--- src/hdl/match_timer_bank_assert.svh ---
// Assertion macros shared by the timer bank modules.
`ifndef MATCH_TIMER_BANK_ASSERT_SVH
`define MATCH_TIMER_BANK_ASSERT_SVH

// Check that cons holds in the same cycle as ante.
`define MTB_ASSERT_IMP(label, ante, cons, msg) \
  label: assert property (@(posedge clk) disable iff (rst) (ante) |-> (cons)) \
    else $error(msg);

// Check that cons holds in the cycle after ante.
`define MTB_ASSERT_NXT(label, ante, cons, msg) \
  label: assert property (@(posedge clk) disable iff (rst) (ante) |=> (cons)) \
    else $error(msg);

`endif

--- src/hdl/mtb_pkg.sv ---
package mtb_pkg;

  localparam int NUM_TIMERS_DEF  = 4;
  localparam int COUNT_WIDTH_DEF = 32;
  localparam int DATA_W          = 32;
  localparam int VEC_W           = 4;
  localparam int KIND_W          = 2;
  localparam int UNIT_W          = 2;
  localparam int SEL_W           = 3;
  localparam int ACT_W           = 3;

  localparam logic [KIND_W-1:0] KIND_TICK  = 2'd0;
  localparam logic [KIND_W-1:0] KIND_WRITE = 2'd1;
  localparam logic [KIND_W-1:0] KIND_READ  = 2'd2;

  localparam logic [SEL_W-1:0] REG_CTRL     = 3'd0;
  localparam logic [SEL_W-1:0] REG_COUNT    = 3'd1;
  localparam logic [SEL_W-1:0] REG_PRESCALE = 3'd2;
  localparam logic [SEL_W-1:0] REG_MATCH    = 3'd3;
  localparam logic [SEL_W-1:0] REG_ACTION   = 3'd4;
  localparam logic [SEL_W-1:0] REG_IRQ      = 3'd5;

  localparam int ACT_IRQ   = 0;
  localparam int ACT_RESET = 1;
  localparam int ACT_STOP  = 2;

  localparam int CTRL_EN   = 0;
  localparam int CTRL_HOLD = 1;

  typedef struct packed {
    logic              go;
    logic              tick;
    logic              write;
    logic [SEL_W-1:0]  sel;
    logic [DATA_W-1:0] wdata;
  } cmd_t;

endpackage

--- src/hdl/mtb_req_if.sv ---
interface mtb_req_if;
  import mtb_pkg::*;

  logic              valid;
  logic              ready;
  logic [KIND_W-1:0] kind;
  logic [UNIT_W-1:0] unit;
  logic [SEL_W-1:0]  reg_sel;
  logic [DATA_W-1:0] wdata;

  modport source (output valid, kind, unit, reg_sel, wdata, input ready);
  modport sink (input valid, kind, unit, reg_sel, wdata, output ready);
endinterface

--- src/hdl/mtb_rsp_if.sv ---
interface mtb_rsp_if;
  import mtb_pkg::*;

  logic              valid;
  logic              ready;
  logic [DATA_W-1:0] rdata;
  logic [VEC_W-1:0]  irq_vector;

  modport source (output valid, rdata, irq_vector, input ready);
  modport sink (input valid, rdata, irq_vector, output ready);
endinterface

--- src/hdl/match_timer_bank.sv ---
// Bank of timers, each with a prescaler and a match register.
// req channel: one word per item; kind selects tick, register write or
// register read, unit and reg_sel address the register, wdata is written.
// rsp channel: one word per accepted req word, in order; rdata holds the
// read value (zero for ticks and writes), irq_vector the interrupt flags of
// timers 0 to 3 after the item.
// After req acceptance the req word is registered, the timer update and
// read select run on it, and the result lands in the rsp register. One word
// per cycle is sustained while rsp.ready stays high; the single timer update
// stage between those two registers sets that rate.
// If rsp stalls, the registered req word waits and req.ready drops once
// that register is full; nothing is lost or dropped.
// Reset (rst, synchronous) clears every timer register, all flags and the
// valid bits of both pipeline registers; req.ready is high when it ends.
module match_timer_bank #(
  parameter int NUM_TIMERS  = mtb_pkg::NUM_TIMERS_DEF,
  parameter int COUNT_WIDTH = mtb_pkg::COUNT_WIDTH_DEF
) (
  input  logic clk,
  input  logic rst,
  mtb_req_if.sink   req,
  mtb_rsp_if.source rsp
);
  import mtb_pkg::*;

  `include "match_timer_bank_assert.svh"

  logic              s1_valid;
  logic [KIND_W-1:0] s1_kind;
  logic [UNIT_W-1:0] s1_unit;
  logic [SEL_W-1:0]  s1_sel;
  logic [DATA_W-1:0] s1_wdata;
  logic              out_free;
  logic              fire;
  cmd_t              cmd;

  logic [DATA_W-1:0] rd_timer [NUM_TIMERS];
  logic [NUM_TIMERS-1:0] irq_timer;
  logic [DATA_W-1:0] rd_all [VEC_W];
  logic [VEC_W-1:0]  vec_next;
  logic [DATA_W-1:0] rdata_next;

  assign out_free  = !rsp.valid || rsp.ready;
  assign fire      = s1_valid && out_free;
  assign req.ready = !s1_valid || out_free;

  always_ff @(posedge clk) begin
    if (rst) begin
      s1_valid <= 1'b0;
    end else if (req.valid && req.ready) begin
      s1_valid <= 1'b1;
    end else if (fire) begin
      s1_valid <= 1'b0;
    end
  end

  always_ff @(posedge clk) begin
    if (req.valid && req.ready) begin
      s1_kind  <= req.kind;
      s1_unit  <= req.unit;
      s1_sel   <= req.reg_sel;
      s1_wdata <= req.wdata;
    end
  end

  always_comb begin
    cmd.go    = fire;
    cmd.tick  = (s1_kind == KIND_TICK);
    cmd.write = (s1_kind == KIND_WRITE);
    cmd.sel   = s1_sel;
    cmd.wdata = s1_wdata;
  end

  for (genvar i = 0; i < NUM_TIMERS; i++) begin : g_timer
    mtb_timer #(
      .COUNT_WIDTH (COUNT_WIDTH)
    ) u_timer (
      .clk      (clk),
      .rst      (rst),
      .cmd      (cmd),
      .hit      (3'(s1_unit) == 3'(i)),
      .rd_value (rd_timer[i]),
      .irq_next (irq_timer[i])
    );
  end

  for (genvar i = 0; i < VEC_W; i++) begin : g_view
    if (i < NUM_TIMERS) begin : g_on
      assign rd_all[i]   = rd_timer[i];
      assign vec_next[i] = irq_timer[i];
    end else begin : g_off
      assign rd_all[i]   = '0;
      assign vec_next[i] = 1'b0;
    end
  end

  assign rdata_next = (s1_kind == KIND_READ) ? rd_all[s1_unit] : '0;

  always_ff @(posedge clk) begin
    if (rst) begin
      rsp.valid <= 1'b0;
    end else if (fire) begin
      rsp.valid <= 1'b1;
    end else if (rsp.ready) begin
      rsp.valid <= 1'b0;
    end
  end

  always_ff @(posedge clk) begin
    if (fire) begin
      rsp.rdata      <= rdata_next;
      rsp.irq_vector <= vec_next;
    end
  end

  `MTB_ASSERT_IMP(a_rsp_from_fire, $rose(rsp.valid), $past(fire),
                  "rsp word without a processed req word")
  `MTB_ASSERT_NXT(a_s1_holds, s1_valid && !out_free,
                  s1_valid && $stable(s1_wdata) && $stable(s1_kind),
                  "queued req word lost while rsp stalled")
  `MTB_ASSERT_NXT(a_rdata_zero, fire && s1_kind != KIND_READ, rsp.rdata == '0,
                  "nonzero rdata on a word that is not a read")

endmodule

--- src/hdl/mtb_timer.sv ---
module mtb_timer #(
  parameter int COUNT_WIDTH = mtb_pkg::COUNT_WIDTH_DEF
) (
  input  logic                      clk,
  input  logic                      rst,
  input  mtb_pkg::cmd_t             cmd,
  input  logic                      hit,
  output logic [mtb_pkg::DATA_W-1:0] rd_value,
  output logic                      irq_next
);
  import mtb_pkg::*;

  `include "match_timer_bank_assert.svh"

  localparam int W = COUNT_WIDTH;

  logic             en, en_next;
  logic             hold, hold_next;
  logic [W-1:0]     count, count_next;
  logic [W-1:0]     pcount, pcount_next;
  logic [W-1:0]     plimit, plimit_next;
  logic [W-1:0]     match, match_next;
  logic [ACT_W-1:0] act, act_next;
  logic             flag, flag_next;
  logic [W-1:0]     stepped;

  assign stepped = (act[ACT_RESET] && (count == match)) ? '0 : count + W'(1);

  always_comb begin
    en_next     = en;
    hold_next   = hold;
    count_next  = count;
    pcount_next = pcount;
    plimit_next = plimit;
    match_next  = match;
    act_next    = act;
    flag_next   = flag;
    if (cmd.go && cmd.tick) begin
      if (hold) begin
        count_next  = '0;
        pcount_next = '0;
      end else if (en) begin
        if (pcount < plimit) begin
          pcount_next = pcount + W'(1);
        end else begin
          pcount_next = '0;
          count_next  = stepped;
          if (stepped == match) begin
            if (act[ACT_IRQ]) flag_next = 1'b1;
            if (act[ACT_STOP]) en_next = 1'b0;
          end
        end
      end
    end else if (cmd.go && cmd.write && hit) begin
      case (cmd.sel)
        REG_CTRL: begin
          en_next   = cmd.wdata[CTRL_EN];
          hold_next = cmd.wdata[CTRL_HOLD];
          if (cmd.wdata[CTRL_HOLD]) begin
            count_next  = '0;
            pcount_next = '0;
          end
        end
        REG_COUNT:    count_next  = cmd.wdata[W-1:0];
        REG_PRESCALE: plimit_next = cmd.wdata[W-1:0];
        REG_MATCH:    match_next  = cmd.wdata[W-1:0];
        REG_ACTION:   act_next    = cmd.wdata[ACT_W-1:0];
        REG_IRQ:      if (cmd.wdata[0]) flag_next = 1'b0;
        default: ;
      endcase
    end
  end

  always_ff @(posedge clk) begin
    if (rst) begin
      en     <= 1'b0;
      hold   <= 1'b0;
      count  <= '0;
      pcount <= '0;
      plimit <= '0;
      match  <= '0;
      act    <= '0;
      flag   <= 1'b0;
    end else begin
      en     <= en_next;
      hold   <= hold_next;
      count  <= count_next;
      pcount <= pcount_next;
      plimit <= plimit_next;
      match  <= match_next;
      act    <= act_next;
      flag   <= flag_next;
    end
  end

  always_comb begin
    case (cmd.sel)
      REG_CTRL:     rd_value = DATA_W'({hold, en});
      REG_COUNT:    rd_value = DATA_W'(count);
      REG_PRESCALE: rd_value = DATA_W'(plimit);
      REG_MATCH:    rd_value = DATA_W'(match);
      REG_ACTION:   rd_value = DATA_W'(act);
      REG_IRQ:      rd_value = DATA_W'(flag);
      default:      rd_value = '0;
    endcase
  end

  assign irq_next = flag_next;

  `MTB_ASSERT_NXT(a_hold_clears, cmd.go && cmd.tick && hold,
                  count == '0 && pcount == '0, "held timer did not clear")
  `MTB_ASSERT_NXT(a_idle_keeps, !cmd.go,
                  $stable(count) && $stable(pcount) && $stable(flag),
                  "timer state moved without a word")
  `MTB_ASSERT_NXT(a_stop_on_match,
                  cmd.go && cmd.tick && !hold && en && !(pcount < plimit) &&
                  act[ACT_STOP] && stepped == match,
                  !en, "stop on match did not clear enable")

endmodule

--- src/flat_wrapper.sv ---
// flat-port wrapper written by rule: the top's interface ports become plain ports
module match_timer_bank_flat import mtb_pkg::*;
#(
  parameter int NUM_TIMERS  = mtb_pkg::NUM_TIMERS_DEF,
  parameter int COUNT_WIDTH = mtb_pkg::COUNT_WIDTH_DEF
)
  (clk, rst, req_valid, req_kind, req_unit, req_reg_sel, req_wdata, req_ready, rsp_valid, rsp_rdata, rsp_irq_vector, rsp_ready);
  mtb_req_if req_i ();
  mtb_rsp_if rsp_i ();
  input  logic clk;
  input  logic rst;
  input wire logic [$bits(req_i.valid)-1:0] req_valid;
  input wire logic [$bits(req_i.kind)-1:0] req_kind;
  input wire logic [$bits(req_i.unit)-1:0] req_unit;
  input wire logic [$bits(req_i.reg_sel)-1:0] req_reg_sel;
  input wire logic [$bits(req_i.wdata)-1:0] req_wdata;
  output wire logic [$bits(req_i.ready)-1:0] req_ready;
  output wire logic [$bits(rsp_i.valid)-1:0] rsp_valid;
  output wire logic [$bits(rsp_i.rdata)-1:0] rsp_rdata;
  output wire logic [$bits(rsp_i.irq_vector)-1:0] rsp_irq_vector;
  input wire logic [$bits(rsp_i.ready)-1:0] rsp_ready;
  assign req_i.valid = req_valid;
  assign req_i.kind = req_kind;
  assign req_i.unit = req_unit;
  assign req_i.reg_sel = req_reg_sel;
  assign req_i.wdata = req_wdata;
  assign req_ready = req_i.ready;
  assign rsp_valid = rsp_i.valid;
  assign rsp_rdata = rsp_i.rdata;
  assign rsp_irq_vector = rsp_i.irq_vector;
  assign rsp_i.ready = rsp_ready;
  match_timer_bank #(.NUM_TIMERS(NUM_TIMERS), .COUNT_WIDTH(COUNT_WIDTH)) u_core (.clk(clk), .rst(rst), .req(req_i), .rsp(rsp_i));
endmodule
--- config.mk ---
export PLATFORM = sky130hd
export DESIGN_NAME = match_timer_bank_flat
export DESIGN_NICKNAME = d
export VERILOG_FILES = /design/src/hdl/mtb_pkg.sv /design/src/hdl/mtb_req_if.sv /design/src/hdl/mtb_rsp_if.sv /design/src/hdl/match_timer_bank.sv /design/src/hdl/mtb_timer.sv /design/src/flat_wrapper.sv
export VERILOG_INCLUDE_DIRS = /design/src /design/src/hdl
export SDC_FILE = /design/constraint.sdc
export NUM_CORES = 2
export LEC_CHECK = 0
export BUFFER_PORTS_ARGS = -buffer_cell sky130_fd_sc_hd__buf_2
export CORE_ASPECT_RATIO = 0.75
export CORE_UTILIZATION = 46
export DETAILED_ROUTE_END_ITERATION = 6
export GPL_TIMING_DRIVEN = 0
export HOLD_SLACK_MARGIN = 0.15
export PLACE_DENSITY_LB_ADDON = 0.05
export SLEW_MARGIN = 10
export SYNTH_ARGS = -nofsm -noshare
export SYNTH_HDL_FRONTEND = slang
export SYNTH_HIERARCHICAL = 1
export SYNTH_SLANG_ARGS = --single-unit
--- constraint.sdc ---
create_clock -name clk -period 11.72 [get_ports clk]
set_input_delay 2.344 -clock clk [delete_from_list [all_inputs] [get_ports clk]]
set_output_delay 2.344 -clock clk [all_outputs]
set_load 0.05 [all_outputs]
==> results by group <==
Run status
  • Status: complete, no violations

Finish
  • Share of layout cells above drive strength 1: 7.99%
  • Fill cell count: 8481
  • Design Area, Final: 44200 sq um
  • Nets: 5548
  • Most common cell after layout, fill and taps aside: nand2_1
  • Non-Filler Instances: 6552
  • Most frequent cells in the layout: 902 x nand2_1, 538 x dfxtp_1, 517 x nor2_1
  • Area delta synth->final: 11.4%

Placement
  • Post-place setup slack: 4690 ps
  • Detailed placement HPWL: 134000 microns
  • Placed Instances: 6426
  • Port Buffers: 80
  • RePlAce Congestion: 1.06
  • Dpl cell area: 41900 sq um

Floorplanning
  • Die X: 341 microns
  • Core Area: 84700 sq um
  • Initial Util: 46.8%
  • IO Pins: 81
  • Die ar.: 87400 sq um
  • Num rows: 92
  • Die height: 256 microns

Yosys
  • Post-synth top flop: dfxtp_1
  • Ys async rst share: 0%
  • Syn Area/Cell: 7.62 sq um
  • Seq/Total Area, Yosys: 32.8%
  • Ys Warns: 6
  • Post-synth EDFFs: 75
  • Syn Inst Count: 5201
  • Yosys cell types: 116
  • Synthesized cell area: 39600 sq um
  • Syn nets: 5376
  • Synthesized flop and latch total: 613

STA
  • Final Max Tran Viols: 0
  • Worst Tran Pin Value: 1430 ps
  • Final setup viols: 0
  • Worst slew margin: 4.39%
  • Min Tclk post-route: 6170 ps
  • Clk_skew: 29.8 ps
  • Hold Violations, Final: 0
  • FMAX: 0.162 GHz
  • Final Cycle Share: 52.7%
  • RSZ-0062 raised after global routing: no
  • Setup_tns: 0 ps
  • Final worst slack: 5550 ps

Clock tree
  • Post-CTS setup buffers: 0
  • Num CTS Buffers: 68
  • H-Tree Depth: 3
  • # resized after CTS: 0
  • CTS tree: done
  • CTS Hold Bufs: 0
  • Clk_lat worst skew: 650 ps
  • Root Driver: clkbuf_16
  • CTS sink cnt: 613
  • Worst-path clk slew: 60 ps
  • Max clock buf depth: 3

Hold path
  • Worst hold path class: reg -> reg
  • Hold path start: u_core/g_timer[2].u_timer/plimit[18]

Flow run
  • Max cap viols: 0

Global routing
  • Congestion Overflow GR: 0
  • First-pass GRT wire length: 251000 microns
  • Initial antenna violation count: 6
  • Total global routing track utilization: 38.8%
  • Via count of the first global-routing pass: 36300
  • Largest net degree at the start of global routing: 49

Critical path
  • CP max FO: 48
  • Crit end category: register
  • R2R Path Start: u_core/g_timer[0].u_timer/count[1]
  • Crit. Startpoint: rsp_ready
  • Arrival time worst endpoint: 6680 ps
  • Data required, critical path: 12230 ps
  • Worst path cell trace: buf_2 > nand2b_1 > and2_4 > nand3_1 > o41ai_2 > or4b_1 > nor2_1 > nand2_1 > nor2_1 > nand3_1 > xor2_1 > nor2_1
  • Most used cell along the critical path: nor2_1
  • CP peak stage delay: 1170 ps
  • Critical Path Start Type: primary input
  • Slowest stage cell, crit path: o41ai_2
  • Crit path kind: in -> reg

Drt
  • DR pass1 iterations: 6
  • Remaining DRCs: 0
  • Final wirelength: 176000 microns
  • Antenna viol nets, final: 0
  • Post-DR vias/cell: 6.22
  • DR vias: 40800
  • First DRT Iteration DRCs: 5690
  • WL/cell: 26.8 microns

Power
  • Static leakage: 15.6 nW
  • Total power divided by cell area: 105 nW/um^2
  • Maximum vdd drop: 0.118 mV
[cell type report]
type | instances | area [sq um] | area share (%)
Timing Repair Buffer | 102 | 940 | 2.13
Inverter | 205 | 769 | 1.74
Buffer | 400 | 1780 | 4.03
Clock buffer | 94 | 1930 | 4.38
Sequential cell | 613 | 13000 | 29.5
Tap cell | 1128 | 1410 | 3.20
Clock inverter | 25 | 216 | 0.490
Antenna cell | 2 | 5.00 | 0.0113
Multi-Input combinational cell | 3983 | 24100 | 54.5
[critical path, delay by kind of cell]
kind                   cells  cell delay [ps]
AND/OR/NAND/NOR            9             2850
AO/OA/AOI/OAI              1             1170
XOR/XNOR                   1              160
buffers and inverters      1               80
[kinds of logic (layout without fill, tap and decap cells)]
logic type / count (synthesis) / count (layout) / share of synthesized area [%]
simple gates: 2129 / 2129 / 25.1
compound gates: 1271 / 1271 / 20.8
flops: 613 / 613 / 32.8
buf+inv: 605 / 826 / 6.43
xor+xnor: 344 / 344 / 7.85
fa+ha+maj: 132 / 132 / 4.17
mux: 107 / 107 / 2.75
other cells: 0 / 2 / 0
[routing by layer]
layer | vias up | share of wire [%] | global-route usage (%) | wire, microns
li1 | 18600 | - | - | -
met1 | 19200 | 44 | 55.7 | 77200
met2 | 2499 | 38 | 51.8 | 67200
met3 | 428 | 13 | 13.3 | 22900
met4 | 4 | 4.8 | 16.7 | 8390
met5 | - | 0.018 | 0 | 31
[cell usage after synthesis (19+ instances only)]
library cell  instances  share of area, %
edfxtp_1             75               5.7
ha_1                132               4.2
and2_1               27              0.43
nor2_1              518               4.9
o31ai_1              29              0.55
xnor2_1             148               3.3
nand2b_1             36              0.57
mux2i_1              94               2.4
or4_1                19              0.36
o21ai_0             257               3.2
buf_2                59              0.74
clkbuf_1            286               2.7
nand4_1              89               1.4
nor4_1               76               1.2
and3_1               60              0.95
a21oi_1             446               5.6
inv_1               205               1.9
nand3_1             138               1.7
a22o_1               21              0.46
nand2_1             902               8.5
xor2_1              189               4.2
a22oi_1             134               2.5
and4_1               21              0.46
o22ai_2              30              0.95
a211oi_1             54               1.0
a21o_1               48              0.91
nor3_1              104               1.3
dfxtp_1             538                27
[final timing paths]
path | slack (ps) | endpoint | depth (start not counted)
worst min register to register | 450 | u_core/g_timer[2].u_timer/plimit[18] | 2
worst max register to register | 6940 | u_core/rsp.irq_vector[0] | 10
worst max-delay path | 5550 | u_core/g_timer[1].u_timer/pcount[28] | 12
worst min-delay path | 450 | u_core/g_timer[2].u_timer/plimit[18] | 2
[per-stage QoR]
step	utilization, %	hold WS (ps)	power (mW)
after CTS	52.0	454	4.66
after floorplan	-	428	2.35
final	52.1	453	4.65
after global routing	52.1	468	4.76
after global placement	48.9	441	2.50
after detailed placement	49.4	446	2.51
[sequential cells by signal, indices dropped and copies added (netlist names)]
register and cells:
u_core/g_timer.u_timer/act 12, u_core/g_timer.u_timer/count 128, u_core/g_timer.u_timer/en 4, u_core/g_timer.u_timer/flag 4, u_core/g_timer.u_timer/hold 4, u_core/g_timer.u_timer/match 128, u_core/g_timer.u_timer/pcount 128, u_core/g_timer.u_timer/plimit 128
u_core/rsp.irq_vector 4, u_core/rsp.rdata 32, u_core/rsp.valid 1, u_core/s1_kind 2, u_core/s1_sel 3, u_core/s1_unit 2, u_core/s1_valid 1, u_core/s1_wdata 32
[report_power, final]
part           internal [mW]  leakage (nW)  switching [mW]  total (mW)
combinational         0.0698          9.53           0.221       0.291
sequential              2.14          5.05          0.0609        2.20
clock                   1.22          1.05           0.940        2.16
Note: power is estimated with default switching activity, not from simulation.
